$ cat config.mk
export PLATFORM = sky130hd
export DESIGN_NAME = cle_ctrl
export DESIGN_NICKNAME = d
export VERILOG_FILES = /design/src/rtl/cle_pkg.sv /design/src/rtl/cle_ctrl.sv
export SDC_FILE = /design/constraint.sdc
export NUM_CORES = 1
export LEC_CHECK = 0
export ABC_AREA = 1
export BUFFER_PORTS_ARGS = -buffer_cell sky130_fd_sc_hd__buf_2
export CORE_AREA = 2 2 39 41
export CTS_CLUSTER_DIAMETER = 120
export DETAILED_ROUTE_END_ITERATION = 8
export DIE_AREA = 0 0 41 43
export SYNTH_ARGS = -nofsm -noshare
export SYNTH_HDL_FRONTEND = slang
export SYNTH_SLANG_ARGS = --single-unit
export TNS_END_PERCENT = 30
$ cat constraint.sdc
create_clock -name clk_i -period 1.45 [get_ports clk_i]
set_input_delay 0.0725 -clock clk_i [delete_from_list [all_inputs] [get_ports clk_i]]
set_output_delay 0.0725 -clock clk_i [all_outputs]
set_load 0.02 [all_outputs]
$ cat src/rtl/cle_pkg.sv
package cle_pkg;

  // Field widths of the item and result payloads
  localparam int KEY_W      = 8;
  localparam int IDX_W      = 10;
  localparam int LEN_W      = 11;
  localparam int CFG_IDX_W  = 3;

  localparam int LINE_CAPACITY_DEF = 1024;

  localparam logic [KEY_W-1:0] ECHO_NEWLINE_CODE = 8'hFF;
  localparam logic [KEY_W-1:0] ECHO_BLOCKED_CODE = 8'h00;

  // Key register reset values
  localparam logic [KEY_W-1:0] NEWLINE_KEY_RST   = 8'd10;
  localparam logic [KEY_W-1:0] BACKSPACE_KEY_RST = 8'd8;
  localparam logic [KEY_W-1:0] DELETE_KEY_RST    = 8'd127;
  localparam logic [KEY_W-1:0] LEFT_KEY_RST      = 8'd128;
  localparam logic [KEY_W-1:0] RIGHT_KEY_RST     = 8'd129;

  // Configuration register indexes
  localparam logic [CFG_IDX_W-1:0] CFG_NEWLINE   = 3'd0;
  localparam logic [CFG_IDX_W-1:0] CFG_BACKSPACE = 3'd1;
  localparam logic [CFG_IDX_W-1:0] CFG_DELETE    = 3'd2;
  localparam logic [CFG_IDX_W-1:0] CFG_LEFT      = 3'd3;
  localparam logic [CFG_IDX_W-1:0] CFG_RIGHT     = 3'd4;

  // Item operation codes
  localparam logic OP_EDIT = 1'b0;
  localparam logic OP_READ = 1'b1;

  typedef struct packed {
    logic             op;
    logic [KEY_W-1:0] key_code;
    logic [IDX_W-1:0] read_index;
  } cle_in_t;

  typedef struct packed {
    logic [KEY_W-1:0] echo_code;
    logic [LEN_W-1:0] line_length;
    logic [LEN_W-1:0] cursor_position;
    logic [KEY_W-1:0] read_char;
  } cle_out_t;

  typedef enum logic [2:0] {
    KIND_NEWLINE,
    KIND_BACKSPACE,
    KIND_DELETE,
    KIND_LEFT,
    KIND_RIGHT,
    KIND_INSERT
  } cle_kind_e;

  typedef enum logic [1:0] {
    ECHO_ZERO,
    ECHO_NEWLINE,
    ECHO_KEY
  } cle_echo_e;

  typedef enum logic [2:0] {
    ST_IDLE,
    ST_EXEC,
    ST_REMOVE,
    ST_SHIFT,
    ST_DRAIN,
    ST_FILL,
    ST_RESP
  } cle_state_e;

  // Controller to datapath
  typedef struct packed {
    logic      load_item;
    logic      issue_read;
    logic      echo_ld;
    cle_echo_e echo_sel;
    logic      cur_dec;
    logic      cur_inc;
    logic      mode_ld;
    logic      mode_ins;
    logic      shift_init;
    logic      shift_step;
    logic      fill_write;
    logic      out_load;
  } cle_cmd_t;

  // Datapath to controller
  typedef struct packed {
    logic      is_read;
    cle_kind_e kind;
    logic      cur_zero;
    logic      at_end;
    logic      full;
    logic      has_tail;
    logic      ptr_last;
    logic      out_free;
  } cle_stat_t;

endpackage

$ cat src/rtl/cle_ctrl.sv
module cle_ctrl
  import cle_pkg::*;
(
  input  logic      clk_i,
  input  logic      rst_ni,
  input  logic      in_valid_i,
  output logic      in_stall_o,
  input  cle_stat_t stat_i,
  output cle_cmd_t  cmd_o
);

  cle_state_e state_q, state_d;

  always_ff @(posedge clk_i or negedge rst_ni) begin
    if (!rst_ni) begin
      state_q <= ST_IDLE;
    end else begin
      state_q <= state_d;
    end
  end

  always_comb begin
    state_d    = state_q;
    cmd_o      = '0;
    in_stall_o = (state_q != ST_IDLE);
    case (state_q)
      ST_IDLE: begin
        if (in_valid_i) begin
          cmd_o.load_item = 1'b1;
          state_d         = ST_EXEC;
        end
      end
      ST_EXEC: begin
        cmd_o.echo_ld = 1'b1;
        state_d       = ST_RESP;
        if (stat_i.is_read) begin
          cmd_o.issue_read = 1'b1;
          cmd_o.echo_sel   = ECHO_ZERO;
        end else begin
          case (stat_i.kind)
            KIND_NEWLINE: begin
              cmd_o.echo_sel = ECHO_NEWLINE;
            end
            KIND_BACKSPACE: begin
              if (stat_i.cur_zero) begin
                cmd_o.echo_sel = ECHO_ZERO;
              end else begin
                cmd_o.echo_sel = ECHO_KEY;
                cmd_o.cur_dec  = 1'b1;
                cmd_o.mode_ld  = 1'b1;
                state_d        = ST_REMOVE;
              end
            end
            KIND_DELETE: begin
              if (stat_i.at_end) begin
                cmd_o.echo_sel = ECHO_ZERO;
              end else begin
                cmd_o.echo_sel = ECHO_KEY;
                cmd_o.mode_ld  = 1'b1;
                state_d        = ST_REMOVE;
              end
            end
            KIND_LEFT: begin
              if (stat_i.cur_zero) begin
                cmd_o.echo_sel = ECHO_ZERO;
              end else begin
                cmd_o.echo_sel = ECHO_KEY;
                cmd_o.cur_dec  = 1'b1;
              end
            end
            KIND_RIGHT: begin
              if (stat_i.at_end) begin
                cmd_o.echo_sel = ECHO_ZERO;
              end else begin
                cmd_o.echo_sel = ECHO_KEY;
                cmd_o.cur_inc  = 1'b1;
              end
            end
            default: begin
              // insert; a full line drops the key but still echoes it
              cmd_o.echo_sel = ECHO_KEY;
              cmd_o.mode_ins = 1'b1;
              if (!stat_i.full) begin
                cmd_o.mode_ld = 1'b1;
                if (stat_i.at_end) begin
                  state_d = ST_FILL;
                end else begin
                  cmd_o.shift_init = 1'b1;
                  state_d          = ST_SHIFT;
                end
              end
            end
          endcase
        end
      end
      ST_REMOVE: begin
        if (stat_i.has_tail) begin
          cmd_o.shift_init = 1'b1;
          state_d          = ST_SHIFT;
        end else begin
          state_d = ST_FILL;
        end
      end
      ST_SHIFT: begin
        cmd_o.shift_step = 1'b1;
        if (stat_i.ptr_last) begin
          state_d = ST_DRAIN;
        end
      end
      ST_DRAIN: begin
        state_d = ST_FILL;
      end
      ST_FILL: begin
        cmd_o.fill_write = 1'b1;
        state_d          = ST_RESP;
      end
      ST_RESP: begin
        if (stat_i.out_free) begin
          cmd_o.out_load = 1'b1;
          state_d        = ST_IDLE;
        end
      end
      default: begin
        state_d = ST_IDLE;
      end
    endcase
  end

  assert property (@(posedge clk_i) disable iff (!rst_ni)
    (state_q == ST_SHIFT && !stat_i.ptr_last) |=> (state_q == ST_SHIFT))
    else $error("shift left before reaching the last entry");

  assert property (@(posedge clk_i) disable iff (!rst_ni)
    (state_q == ST_DRAIN) |=> (state_q == ST_FILL))
    else $error("drain not followed by fill");

  assert property (@(posedge clk_i) disable iff (!rst_ni)
    cmd_o.load_item |=> (state_q == ST_EXEC))
    else $error("accepted item not executed");

endmodule

# Yosys cells after proc, flatten, opt, wreduce, memory -nomap -nowiden

Cells that the tools add are included.

Register bits: 3
Latch bits: 0
Bits in writable memories: 0
Memory bits (read-only): 0
Input port bits: 13
Output and inout port bits: 14
Logic and storage cells: 56
Memories: 0

$add $sub $neg: 0
$mul: 0
Divide/modulo/power cells: 0
Order comparisons: 0
Equality and inequality tests: 13
Shift-type cells: 0
Multiplexer cells: 34
Bitwise operators: 0
Reductions and logical operators: 8

Operators with widths:

| kind                                                            | count |
|---|---|
| 3-bit two-way mux                                               | 9 |
| 3-bit case mux with 7 select lines                              | 1 |
| 1-bit two-way mux                                               | 14 |
| 3-bit by 2-bit == test with 1-bit output, second input constant | 4 |
| 3-bit == test, second input constant                            | 4 |
| 3-bit case mux with 3 select lines                              | 1 |
| 2-bit two-way mux                                               | 4 |
| 8-bit two-way mux                                               | 1 |
| 3-bit by 1-bit == test with 1-bit output, second input constant | 2 |
| 3-bit logical NOT                                               | 2 |
| 2-bit inequality test, second input constant                    | 3 |
| 2-bit case mux with 3 select lines                              | 1 |
| 5-bit two-way mux                                               | 1 |
| 5-bit OR reduction                                              | 1 |
| 2-bit OR reduction                                              | 2 |
| 1-bit case mux with 3 select lines                              | 1 |
| 3-bit AND reduction                                             | 1 |
| 3-bit nonzero test                                              | 1 |
| 3-bit OR reduction                                              | 1 |
| 1-bit case mux with 2 select lines                              | 1 |

# Logic depth before layout (Yosys ltp)

Gate-level depths: netlist of run 1.

Depth after elaboration: 5
Depth in mapped cells: 8
Depth with buffers taken out: 8

# Worst setup path before layout of run 1

OpenSTA, ideal clock, no wires.

Kind: reg-to-output
From: register state_q[2]
To: output port cmd_o[3] (netlist bit)
Arrival time: 1.310 ns
Required time: 1.378 ns
Setup slack: 0.067 ns
Stages on the path, launching flop included: 6
Path buffers: 0
Cell sequence: dfrtp_1 inv_1 nand2_2 nor2_2 nand2_2 o21ai_0

RTL lines:

| what                     | RTL line       | source |
|---|---|---|
| start: declaration       | cle_ctrl.sv:12 | `cle_state_e state_q, state_d;` |
| start signal: assignment | cle_ctrl.sv:18 | `state_q <= state_d;` |
| end: declaration         | cle_ctrl.sv:9  | `output cle_cmd_t cmd_o` |

==> results by stage, run 1 <==
Status:
- The flow ran to the end, but the final reports show violations.
- The checks that failed: negative setup slack.

Floorplan:
- In this run the count of I/O pins placed on the die edge is 27.
- The core footprint is 1380 um^2.
- The overall die height is 43 um.
- The die covers 1760 um^2.
- The horizontal die dimension is 41 um.
- The cell row count is 14.
- The starting density of the core is 29.0%.

Placement:
- Port buffering added 26 buffers.
- The estimated wirelength of the detail-placed design is 1.04 mm.
- The cell count after placement is 119.
- The routability-driven placement congestion ratio is 0.701.
- The total cell area at the placement stage is 582 um^2.

Logic synthesis:
- The count of distinct cell types in the synthesized netlist is 14.
- Each instance of the synthesized netlist takes up on average 5.50 um^2.
- Synthesis inferred 3 register bits.
- Of all cell types, the one taking the most synthesized area is sky130_fd_sc_hd__dfrtp_1.
- The instance count of the mapped netlist is 73.
- The synthesized area is 402 um^2.
- The synthesized netlist net count is 86.
- Yosys printed 0 warnings.
- By area the synthesized netlist is led by sky130_fd_sc_hd__dfrtp_1 19%, sky130_fd_sc_hd__inv_1 15%, sky130_fd_sc_hd__nor2_1 12%.
- The share of the yosys chip area belonging to registers is 18.7%.
- The synthesized design devotes to its leading area cell type 18.7% of total area.

Global route:
- The number of antenna violations at the first check in global routing came to 0.
- The total overflow reported by the global router is 0.
- The number of global-route vias before repair was 503.
- Global routing consumed, over all layers together, 14.3% of the routing resources.
- The first global-routing pass estimated 1.84 mm of wire.
- Entering global routing, the biggest net connects 7 pins.

CTS:
- The CTS tree is done.
- Buffers inserted during clock tree synthesis total 3.
- The worst-case clock buffer depth is 2.
- The clock latency of the later-clocked register in the worst-skew pair is 0.23 ns.
- Clock-pin slew was measured on the worst setup and hold paths at 0.04 ns.
- In this run the number of H-tree levels came out at 1.
- The clock sink count is 3.
- The master cell of the clock root buffer is sky130_fd_sc_hd__clkbuf_4.

Cells and area:
- The area growth from synthesis to layout is 67.6%.
- Of the cells placed in the final design, the portion with a size suffix greater than 1 is 40.4%.
- 0 antenna diodes ended up in the layout.
- The largest registers in the layout are state_q: 3 flops.
- The count of non-filler cells in the finished layout is 125.
- For this run, the post-layout net count is 123.
- state_q holds more flip-flops than any other register.
- The finished cells cover 673 um^2.
- The register with the most flip-flops in the layout has 3 of them.

Worst setup path:
- The depth of the worst register-to-register path is 8.
- The worst register-to-register path begins at state_q[1].
- Data arrives at the worst endpoint at 1.40 ns.
- The worst setup path startpoint is state_q[1].
- For the worst setup path, the data required time is 1.38 ns.
- In this run the critical register-to-register path is captured at state_q[0].
- The setup slack of the most critical reg-to-reg path is 0.20 ns.
- The peak fanout along the critical path is 5.
- The category of the worst setup path capture point is a primary output.
- By startpoint and endpoint, the worst setup path is classified as flop to primary output.
- The critical path startpoint category is a flop.
- The most critical setup path has its endpoint at cmd_o[8].

Job:
- The max-cap check violation count is 0.

Power:
- The maximum VDD drop is 0.383 mV.
- The leakage power is 0.000393 uW.
- The areal power density over the cells is 1570 nW/um^2.
- The total power is 1060 uW.

STA:
- For the pin with the worst max-slew slack, the measured transition is 0.207 ns.
- For the final database, setup skew stands at 0.00218 ns.
- The routed design could run at a clock period as short as 1.47 ns.
- The max-slew violation count is 0.
- The worst slew slack as a fraction of its limit is 86.1%.
- The final setup slack of the worst path is -0.0250 ns.
- In the finished design, the share of the clock period the worst path needs comes to 102%.
- Setup violations remaining at the end of the flow were counted as 2.
- The final count of hold timing violations was 0.
- Setup repair after global routing could not meet its margin everywhere.
- The tightest hold path in the finished design has a slack of 0.117 ns.
- The top achievable clock speed is 0.678 GHz.

Min path:
- The min-delay analysis places its worst path in the category primary input to flop.

Route:
- The detailed router finished its first iteration with 9 violations.
- After detailed routing, the number of vias per cell comes to 4.82.
- The number of detailed-route iterations in the first pass is 4.
- The via count is 602.
- For this run, design rule violations remaining after detail routing come to 0.
- The total wirelength of the detailed-routed design is 1.28 mm.
- The average detailed-routed wire length per instance is 10.2 um.
- The number of antenna-violating nets in the routed design is 0.
## placed cells by master (no fill, tap or decap)
cell                            netlist  routed
sky130_fd_sc_hd__dfrtp_1              3       2
sky130_fd_sc_hd__clkbuf_1             0       1
sky130_fd_sc_hd__a41oi_2              1       1
sky130_fd_sc_hd__dfrtp_2              0       1
sky130_fd_sc_hd__buf_2                0      21
sky130_fd_sc_hd__buf_6                0       1
sky130_fd_sc_hd__inv_1               16      15
sky130_fd_sc_hd__o21ai_1              1       1
sky130_fd_sc_hd__buf_4                0       9
sky130_fd_sc_hd__nor2_4               0       2
sky130_fd_sc_hd__dlygate4sd3_1        0       1
sky130_fd_sc_hd__inv_4                0       1
sky130_fd_sc_hd__nor2_2               3       1
sky130_fd_sc_hd__o21ai_0              4       3
sky130_fd_sc_hd__nor4_4               0       1
sky130_fd_sc_hd__nor3_1               3       3
sky130_fd_sc_hd__nand2_4              0       1
sky130_fd_sc_hd__a21oi_1              4       4
sky130_fd_sc_hd__nand2_2              2       1
sky130_fd_sc_hd__nand3_1              8       8
sky130_fd_sc_hd__o21ai_2              0       1
sky130_fd_sc_hd__nand4_1              2       2
sky130_fd_sc_hd__clkbuf_4             0       3
sky130_fd_sc_hd__nor2_1              13      13
sky130_fd_sc_hd__nand2_1             12      12
## metrics by stage
stage / utilization [%] / setup TNS, ns / setup WS, ns
final: 48.6 / -0.0321 / -0.0250
after global routing: 48.6 / -0.242 / -0.0766
after CTS: 45.7 / -0.0374 / -0.0374
after detailed placement: 42.0 / 0 / 0.0912
after global placement: 42.0 / 0 / 0.173
after floorplan: - / 0 / 0.0673
## worst min path at each step
stage | from | cells after the start | slack, ns | endpoint
6_report | stat_i[3] | 4 | 0.12 | state_q[0]
5_1_grt | stat_i[3] | 4 | 0.15 | state_q[0]
4_1_cts | stat_i[3] | 4 | 0.12 | state_q[0]
3_5_place_dp | rst_ni | 1 | -0.13 | state_q[2]
3_3_place_gp | rst_ni | 1 | -0.13 | state_q[2]
2_1_floorplan | rst_ni | 0 | -0.22 | state_q[0]
## critical path: stages (launching register included)
cell                      delay [ns]
sky130_fd_sc_hd__dfrtp_2        0.42
sky130_fd_sc_hd__nor2_4         0.14
sky130_fd_sc_hd__nand2_4        0.07
sky130_fd_sc_hd__nor2_4         0.15
sky130_fd_sc_hd__inv_4          0.07
sky130_fd_sc_hd__nor4_4         0.14
sky130_fd_sc_hd__buf_4          0.18
## layout make-up
cell class | instances | area, um^2
clock buffers | 4 | 26.3
fillers | 158 | 711
inverters | 16 | 62.6
multi-input cells | 54 | 294
flip-flops and latches | 3 | 76.3
well taps | 16 | 20.0
repair buffers | 32 | 194
## cell families (layout without fill, tap and decap cells)
kind of cell           Yosys count  in the layout  share of synthesized area [%]
AO/OA/AOI/OAI                   10             10                           15.3
flip-flops                       3              3                           18.7
AND/OR/NAND/NOR                 44             44                           51.1
buffers and inverters           16             52                           15.0
## synth_stat cells
| master | n |
|---|---|
| sky130_fd_sc_hd__o21ai_0 | 4 |
| sky130_fd_sc_hd__nand2_1 | 12 |
| sky130_fd_sc_hd__o21ai_1 | 1 |
| sky130_fd_sc_hd__inv_1 | 16 |
| sky130_fd_sc_hd__nor4_2 | 1 |
| sky130_fd_sc_hd__nand3_1 | 8 |
| sky130_fd_sc_hd__dfrtp_1 | 3 |
| sky130_fd_sc_hd__nor2_1 | 13 |
| sky130_fd_sc_hd__nand4_1 | 2 |
| sky130_fd_sc_hd__a21oi_1 | 4 |
| sky130_fd_sc_hd__nand2_2 | 2 |
| sky130_fd_sc_hd__a41oi_2 | 1 |
| sky130_fd_sc_hd__nor3_1 | 3 |
| sky130_fd_sc_hd__nor2_2 | 3 |
## report_power, final
| part | internal (uW) | switching, uW | leakage (uW) |
|---|---|---|---|
| logic | 286 | 463 | 0.000344 |
| registers | 132 | 30.5 | 0.0000346 |
| clock network | 103 | 44.5 | 0.0000150 |
## per-layer routing
metal  GRT usage (%)  part of all wire (%)  vias to the layer above
li1                -                     -                      304
met1            15.4                    37                      273
met2            27.5                    56                       23
met3               0                   7.3                        2
met4            4.00                 0.078                        0
met5               0                     0                        -
## repair_timing
item,CTS,global route
setup endpoints to repair,6,5
resized for setup,3,12
pin swaps,0,1
hold buffers,1,0
hold endpoints to repair,3,0
setup buffers,1,0
Power figures use the tool's default switching activity.
==> inputs of run 2 (changes only) <==
--- a/config.mk
+++ b/config.mk
@@ -7,10 +7,10 @@
 export LEC_CHECK = 0
 export ABC_AREA = 1
 export BUFFER_PORTS_ARGS = -buffer_cell sky130_fd_sc_hd__buf_2
-export CORE_AREA = 2 2 39 41
+export CORE_AREA = 3 3 40 42
 export CTS_CLUSTER_DIAMETER = 120
 export DETAILED_ROUTE_END_ITERATION = 8
-export DIE_AREA = 0 0 41 43
+export DIE_AREA = 0 0 43 45
 export SYNTH_ARGS = -nofsm -noshare
 export SYNTH_HDL_FRONTEND = slang
 export SYNTH_SLANG_ARGS = --single-unit
==> constraint.sdc (replaced) <==
create_clock -name clk_i -period 1.45 [get_ports clk_i]
set_input_delay 0.0725 -clock clk_i [delete_from_list [all_inputs] [get_ports clk_i]]
set_output_delay 0.0725 -clock clk_i [all_outputs]
set_load 0.1 [all_outputs]
==> run 2 against run 1 <==
  * The flow still finishes with violations (negative setup slack)
  * Die area grew 9.8%
  * Clock power up 11%
  * Via count grew 1.8%
  * Non-clock buffer count grew 1
  * Critical path depth did not move
  * Core utilization rose by 24 points
  * Count of clock-buffer cells in the layout unchanged
  * Clock skew increased by 0.0013 ns
  * Wire length up 21%
  * Final area up 38%
  * Critical path type unchanged
  * Highest routed layer unchanged
==> results by stage, run 2 (synthesis results as in run 1) <==
Cells and area:
- The count of non-filler cells in the finished layout is 125 (unchanged).
- The number of flip-flops under the largest register name is 3 (unchanged).
- The share of post-route cells with drive strength above 1 is 53.6% (+13 points).
- The commonest non-fill, non-tap cell in the layout is sky130_fd_sc_hd__buf_12.
- The final net count was 124 (+0.81%).
- In the final layout, the registers with the most flip-flops are state_q: 3 flops.
- In the layout the commonest cells are 14 x sky130_fd_sc_hd__buf_12, 12 x sky130_fd_sc_hd__inv_1, 12 x sky130_fd_sc_hd__buf_2.
- The number of antenna cells inserted is 0 (unchanged).
- The layout-stage area growth over the synthesis result is 131%.
- state_q holds more flip-flops than any other register.

Worst setup path:
- The depth of the worst register-to-register path is 8 (unchanged).
- The critical path data arrival time is 1.48 ns (+0.08 ns).
- The peak fanout along the critical path is 5 (unchanged).
- The critical path goes through nor2_4 > nand2_2 > nor2_4 > inv_4 > nor4_4 > buf_12.
- The slowest cell on the critical path is sky130_fd_sc_hd__dfrtp_1.
- The buffer and inverter count on the worst path came to 2 (unchanged).
- The maximum single-stage delay on the critical path was 0.40 ns (-0.02 ns).
- The required time at the worst-slack endpoint is 1.38 ns (about the same).
- The startpoint identified for the worst register-to-register timing path is state_q[1].
- Tracing the worst setup path back leads to its startpoint at state_q[1].
- The critical path startpoint category is a flop.
- The cell with the most instances on the worst path is sky130_fd_sc_hd__nor2_4.
- The critical path is of the flop to primary output type.
- The setup slack of the most critical reg-to-reg path was 0.15 ns (-0.05 ns).
- The cell family contributing the most delay on the critical path is simple AND/OR/NAND/NOR gates.
- The category of the worst setup path capture point is a primary output.
- The endpoint of the worst register-to-register path is state_q[0].

Power:
- The share of total power in the clock network came to 8.5% (-5.4 points).
- The portion of total power attributed to sequential cells is 8.4% (-6.9 points).
- The portion of total power attributed to combinational logic is 83.1% (+12 points).
- The net switching power of the design was 1130 uW (+110%).
- The switching part of the total power was 58.7% (+7.9 points).
- The leakage power is 0.000436 uW (+11%).
- The maximum VDD drop is 0.927 mV (+140%).
- The areal power density over the cells came to 2080 nW/um^2 (+32%).
- The internal power contribution is 796 uW (+53%).

CTS:
- TritonCTS built the clock tree.
- The clock latency of the later-clocked register in the worst-skew pair is 0.24 ns (about the same).
- The tree is rooted in a sky130_fd_sc_hd__clkbuf_4.
- The total number of H-tree levels came to 1 (unchanged).
- The post-CTS clock slew at the launch and capture registers of the worst setup and hold paths is 0.05 ns (about the same).
- The worst-case clock buffer depth came to 2 (unchanged).
- The clock sink count came to 3 (unchanged).
- The number of buffers added by the clock tree synthesis step is 3 (unchanged).

STA:
- The final setup skew is 0.00353 ns (+0.00135 ns).
- The worst slew slack as a fraction of its limit is 59.2% (-27 points).
- Setup repair after global routing could not meet its margin everywhere.
- The final setup slack of the worst path came to -0.0989 ns (-0.0740 ns).
- The final critical delay including setup and external delays is 1.55 ns (+0.0740 ns).
- The transition at the pin with the smallest max-transition slack was 0.605 ns (+0.399 ns).
- The top achievable clock speed is 0.646 GHz (-4.8%).
- The final count of hold timing violations is 0 (unchanged).
- The worst slack on hold paths was 0.108 ns (-0.00813 ns).
- The max-slew violation count was 0 (unchanged).
- The number of endpoints failing setup at the final stage is 4 (+2).
- The post-route clock period utilization came to 107% (+5.1 points).

Floorplan:
- The horizontal die dimension came to 43 um (+4.9%).
- The overall die area is 1940 um^2 (+9.8%).
- The core footprint is 1280 um^2 (-7.1%).
- The overall die height was 45 um (+4.7%).
- The cell row count was 13 (-1).
- The starting density of the core is 31.3% (+2.2 points).
- The number of top-level pins is 27 (unchanged).

Route:
- The number of vias per cell is 4.90 (+1.8%).
- The total wirelength of the detailed-routed design is 1.55 mm (+21%).
- The number of antenna-violating nets in the routed design came to 0 (unchanged).
- The DRC violations left is 0 (unchanged).
- The average detailed-routed wire length per instance was 12.4 um (+21%).
- The number of detailed-route iterations in the first pass is 4 (unchanged).
- The number of DRC markers in iteration 0 was 9 (unchanged).
- The via count is 613 (+1.8%).

Min path:
- The class of the tightest hold or removal check is primary input to flop.
- The path with the worst hold slack has its endpoint at state_q[0].
- The source of the worst hold timing path is stat_i[3].
- The hold path depth is 4 (unchanged).

Global route:
- The number of global-route vias before repair came to 622 (+24%).
- The global-route wire length before repair is 2.55 mm (+38%).
- The total overflow reported by the global router came to 0 (unchanged).
- The combined global-route utilization of all metal layers is 17.3% (+3.1 points).
- The largest net degree at the start of global routing is 7 (unchanged).
- The number of antenna violations at the first check in global routing was 0 (unchanged).

Placement:
- The estimated wirelength of the detail-placed design was 1.17 mm (+13%).
- The routability-driven placement congestion ratio is 0.828 (+18%).
- The count of buffers from port buffering was 26 (unchanged).
- The cell count after placement is 118 (-0.84%).
- The post-placement setup slack is 0.0667 ns (-0.0244 ns).

Status:
- The final reports fail on negative setup slack.
- The run finished, with violations left.

Job:
- The max-cap check violation count was 0 (unchanged).
## run 2: changes by cell type in the layout (fill, tap and decap cells not counted), sizes merged
cell | before | now
buf | 31 | 32
## run 2: worst reg2reg max path, stage by stage (launching register included)
cell                      delay (ns)
sky130_fd_sc_hd__dfrtp_1        0.40
sky130_fd_sc_hd__buf_4          0.17
sky130_fd_sc_hd__nand2_1        0.10
sky130_fd_sc_hd__nor2_4         0.05
sky130_fd_sc_hd__nand2_1        0.13
sky130_fd_sc_hd__nand3_1        0.11
sky130_fd_sc_hd__a21oi_1        0.16
sky130_fd_sc_hd__nand2_1        0.07
sky130_fd_sc_hd__nand2_1        0.05
## run 2: area by class of cell
type / instances / area [um^2]
Inverter: 16 / 62.6
Timing Repair Buffer: 33 / 395
Multi-Input combinational cell: 54 / 349
Fill cell: 92 / 358
Sequential cell: 3 / 75.1
Clock buffer: 4 / 26.3
Tap cell: 15 / 18.8
## run 2: what timing repair did
| action | 4_1_cts | 5_1_grt |
|---|---|---|
| hold buffers | 1 | 0 |
| endpoints found under the setup margin | 7 | 10 |
| pin swaps | 1 | 0 |
| buffers inserted | 1 | 1 |
| endpoints found under the hold margin | 3 | 0 |
| resized for setup | 4 | 4 |
## run 2: metal layers
| layer | part of all wire [%] | routed length [um] | track usage, % | vias up |
|---|---|---|---|---|
| met4 | 1.0 | 16 | 9.04 | 0 |
| met5 | 0 | 0 | 0 | - |
| met1 | 36 | 557 | 16.6 | 281 |
| met3 | 6.3 | 97 | 5.18 | 2 |
| met2 | 57 | 877 | 33.2 | 20 |
| li1 | - | - | - | 310 |
## run 2: worst max path at each step
stage / to / slack (ns) / cells past startpoint
floorplan: cmd_o[8] / -0.52 / 6
global placement: cmd_o[8] / 0.12 / 6
detailed placement: cmd_o[8] / 0.07 / 6
CTS: cmd_o[8] / -0.11 / 6
global route: cmd_o[8] / -0.17 / 6
finish: cmd_o[8] / -0.1 / 6
## run 2: power by group through the flow
stage	sequential [uW]	combinational, uW	clock [uW]
2_1_floorplan	201	916	0
4_1_cts	162	1540	170
6_report	161	1600	164
3_5_place_dp	157	1500	0
5_1_grt	167	1680	176
3_3_place_gp	155	1490	0
## run 2: per-stage QoR
stage                     total power (uW)  utilization [%]  area [um^2]  setup TNS (ns)
after floorplan                       1120                -          454           -3.46
final                                 1930             72.2          927          -0.251
after CTS                             1880             70.7          908          -0.298
after global placement                1640             65.6          843               0
after detailed placement              1650             65.6          843               0
after global routing                  2020             72.2          927          -0.803
==> inputs of run 3 (changes only) <==
--- a/config.mk
+++ b/config.mk
@@ -8,7 +8,6 @@
 export ABC_AREA = 1
 export BUFFER_PORTS_ARGS = -buffer_cell sky130_fd_sc_hd__buf_2
 export CORE_AREA = 3 3 40 42
-export CTS_CLUSTER_DIAMETER = 120
 export DETAILED_ROUTE_END_ITERATION = 8
 export DIE_AREA = 0 0 43 45
 export SYNTH_ARGS = -nofsm -noshare
==> constraint.sdc (replaced) <==
create_clock -name clk_i -period 1.45 [get_ports clk_i]
set_input_delay 0.2175 -clock clk_i [delete_from_list [all_inputs] [get_ports clk_i]]
set_output_delay 0.2175 -clock clk_i [all_outputs]
set_load 0.1 [all_outputs]
==> run 3 against run 2 <==
  * The run still ends with negative setup slack left
  * Die area unchanged
  * First-iteration DRC count is 22% lower
  * Clock power is 7% lower
  * Register-to-register slack about the same
  * Via count up 2.3%
  * Cell count increased by 4.0%
  * Wire length is 3.6% lower
  * Power grew 6.1%
  * Core utilization increased by 6.3 points
  * Sequential power grew 6%
  * Flip-flop and latch count unchanged
  * Clock skew up 0.0011 ns
  * Critical path type unchanged
==> results by stage, run 3 (synthesis results as in run 1) <==
Status:
- The flow ran to the end, but the final reports show violations.
- The final reports fail on negative setup slack.

Power:
- The portion of total power attributed to combinational logic is 84.1% (+1.0 points).
- The internal power contribution came to 870 uW (+9.3%).
- The net switching power of the design is 1170 uW (+3.9%).
- The switching part of the total power was 57.4% (-1.2 points).
- The areal power density over the cells is 2030 nW/um^2 (-2.4%).
- The share of total power in the clock network is 7.5% (-1.0 points).
- The leakage power is 0.000477 uW (+9.3%).
- The total power is 2040 uW (+6.1%).
- The maximum VDD drop is 1.23 mV (+33%).
- The portion of total power attributed to sequential cells is 8.4% (about the same).

Route:
- The number of vias per cell is 4.82 (-1.7%).
- The number of DRC markers in iteration 0 came to 7 (-2).
- The total wirelength of the detailed-routed design is 1.49 mm (-3.6%).
- The DRC violations left is 0 (unchanged).
- The number of antenna-violating nets in the routed design is 0 (unchanged).
- The number of detailed-route iterations in the first pass was 4 (unchanged).
- The via count is 627 (+2.3%).
- The average detailed-routed wire length per instance came to 11.5 um (-7.3%).

Worst setup path:
- By startpoint and endpoint, the worst setup path is classified as flop to primary output.
- The peak fanout along the critical path is 3 (-2).
- The maximum single-stage delay on the critical path is 0.35 ns (-0.05 ns).
- The category of the worst setup path capture point is a primary output.
- Tracing the worst setup path back leads to its startpoint at state_q[0].
- The critical path data arrival time is 1.45 ns (-0.03 ns).
- The required time at the worst-slack endpoint was 1.23 ns (-0.15 ns).
- The largest individual stage delay along the critical path comes from the cell sky130_fd_sc_hd__dfrtp_2.
- In this design, the critical path's most frequently occurring cell is sky130_fd_sc_hd__nor2_4.
- The critical path startpoint category is a flop.
- The signal on the critical path passes through inv_2 > nor2_4 > nand2_2 > nor2_4 > buf_6 > nand2_4 > o21ai_4 > buf_12.
- The critical register-to-register path startpoint is state_q[1].

STA:
- The setup TNS is -1.46 ns (-1.21 ns).
- The post-route clock period utilization is 115% (+8.5 points).
- The final setup skew was 0.00463 ns (+0.00111 ns).
- Setup repair after global routing could not meet its margin everywhere.
- The top achievable clock speed is 0.598 GHz (-7.3%).
- The final count of hold timing violations came to 0 (unchanged).
- The number of endpoints failing setup at the final stage is 12 (+8).
- The final critical delay including setup and external delays is 1.67 ns (+0.123 ns).
- The worst slew slack as a fraction of its limit is 80.7% (+22 points).
- The final setup slack of the worst path is -0.222 ns (-0.123 ns).
- The max-slew violation count is 0 (unchanged).
- The transition at the pin with the smallest max-transition slack was 0.288 ns (-0.317 ns).

Floorplan:
- The starting density of the core was 31.3% (unchanged).
- The core footprint is 1280 um^2 (unchanged).
- The cell row count came to 13 (unchanged).
- The overall die area is 1940 um^2 (unchanged).
- The overall die height is 45 um (unchanged).
- The number of top-level pins is 27 (unchanged).
- The horizontal die dimension is 43 um (unchanged).

Job:
- The max-cap check violation count was 0 (unchanged).

CTS:
- The total number of H-tree levels was 1 (unchanged).
- The master cell of the clock root buffer is sky130_fd_sc_hd__clkbuf_4.
- The clock sink count is 3 (unchanged).
- The post-CTS clock slew at the launch and capture registers of the worst setup and hold paths is 0.04 ns (about the same).
- The clock latency of the later-clocked register in the worst-skew pair is 0.24 ns (about the same).
- The number of buffers added by the clock tree synthesis step was 3 (unchanged).
- The worst-case clock buffer depth is 2 (unchanged).
- TritonCTS built the clock tree.

Cells and area:
- The count of non-filler cells in the finished layout came to 130 (+4.0%).
- Compared with the post-synthesis result, the final layout area differs by 151%.
- The register with the highest flop count is state_q.
- The largest registers in the layout are state_q: 3 flops.
- The post-route cell area is 1010 um^2 (+8.8%).
- The number of flip-flops under the largest register name is 3 (unchanged).
- The final net count came to 129 (+4.0%).
- In the layout the commonest cells are 14 x sky130_fd_sc_hd__buf_12, 12 x sky130_fd_sc_hd__buf_2, 11 x sky130_fd_sc_hd__nand2_1, 11 x sky130_fd_sc_hd__inv_1, 9 x sky130_fd_sc_hd__buf_4.
- The number of antenna cells inserted is 0 (unchanged).
- The share of post-route cells with drive strength above 1 is 56.5% (+2.9 points).
- Leaving out fill and tap cells, the most frequent cell in the layout is sky130_fd_sc_hd__buf_12.

Min path:
- The source of the worst hold timing path is stat_i[3].
- The tightest min-delay check is of the primary input to flop type.

Placement:
- The cell count after placement is 123 (+4.2%).
- The total cell area at the placement stage came to 892 um^2 (+5.8%).
- The count of buffers from port buffering was 26 (unchanged).
- The estimated wirelength of the detail-placed design is 1.17 mm (+0.33%).
- The routability-driven placement congestion ratio is 0.790 (-4.5%).
- The post-placement setup slack is -0.0187 ns (-0.0854 ns).

Global route:
- The largest net degree at the start of global routing is 7 (unchanged).
- The total overflow reported by the global router is 0 (unchanged).
- The fraction of met2 tracks used by global routing is 32.3% (-0.90 points).
- The combined global-route utilization of all metal layers came to 17.3% (-0.040 points).
- The met1 layer usage reported by global route came to 18.2% (+1.6 points).
- The met3 capacity usage during global routing is 7.17% (+2.0 points).
- The global-route wire length before repair is 2.55 mm (+0.27%).
- The layer flagged by global routing as most heavily used is met2.
- The number of global-route vias before repair is 629 (+1.1%).
- The number of antenna violations at the first check in global routing is 0 (unchanged).
run 3: through the flow:
| step | utilization (%) | hold slack (ns) |
|---|---|---|
| 4_1_cts | 76.8 | 0.277 |
| 3_3_place_gp | 69.4 | 0.0149 |
| 3_5_place_dp | 69.4 | 0.0154 |
| 5_1_grt | 78.5 | 0.284 |
| 2_1_floorplan | - | -0.0781 |
| 6_report | 78.5 | 0.280 |
run 3: cell type report:
type,count,area (um^2)
flip-flops and latches,3,77.6
repair buffers,38,440
multi-input cells,54,383
inverters,16,62.6
well taps,15,18.8
fillers,81,277
clock buffers,4,26.3
run 3: path summary, 6_finish.rpt:
check | to | slack [ns] | cells after the start
min in group asynchronous | state_q[0] | 0.30 | 2
hold / removal | state_q[0] | 0.28 | 4
setup / recovery | cmd_o[3] | -0.22 | 8
setup reg to reg | state_q[0] | 0.15 | 8
hold reg to reg | state_q[1] | 0.65 | 3
max in group asynchronous | state_q[1] | 1.03 | 2
run 3: timing repair:
item / in CTS / in global routing
setup endpoints to repair: 12 / 13
gates resized for setup: 10 / 4
hold endpoints to repair: 3 / 0
hold buffers: 1 / 0
pin swaps: 4 / 1
buffers inserted: 2 / 0
run 3: power by group through the flow:
stage / registers (uW) / logic, uW / clock network [uW]
2_1_floorplan: 212 / 938 / 0
3_3_place_gp: 160 / 1560 / 0
3_5_place_dp: 163 / 1570 / 0
4_1_cts: 168 / 1690 / 157
5_1_grt: 172 / 1810 / 166
6_report: 171 / 1720 / 153
run 3: metal layers:
layer	routed length, um	share of wire (%)	up-vias
li1	-	-	318
met1	544	36	278
met2	771	52	28
met3	164	11	3
met4	12	0.80	0
met5	0	0	-
run 3: worst max-delay path: cells and delay by family (launching register included):
kind	cells	cell delay [ns]
buffers and inverters	3	0.35
and+or+nand+nor	4	0.34
AOI/OAI and AO/OA	1	0.16
DFF	1	0.35
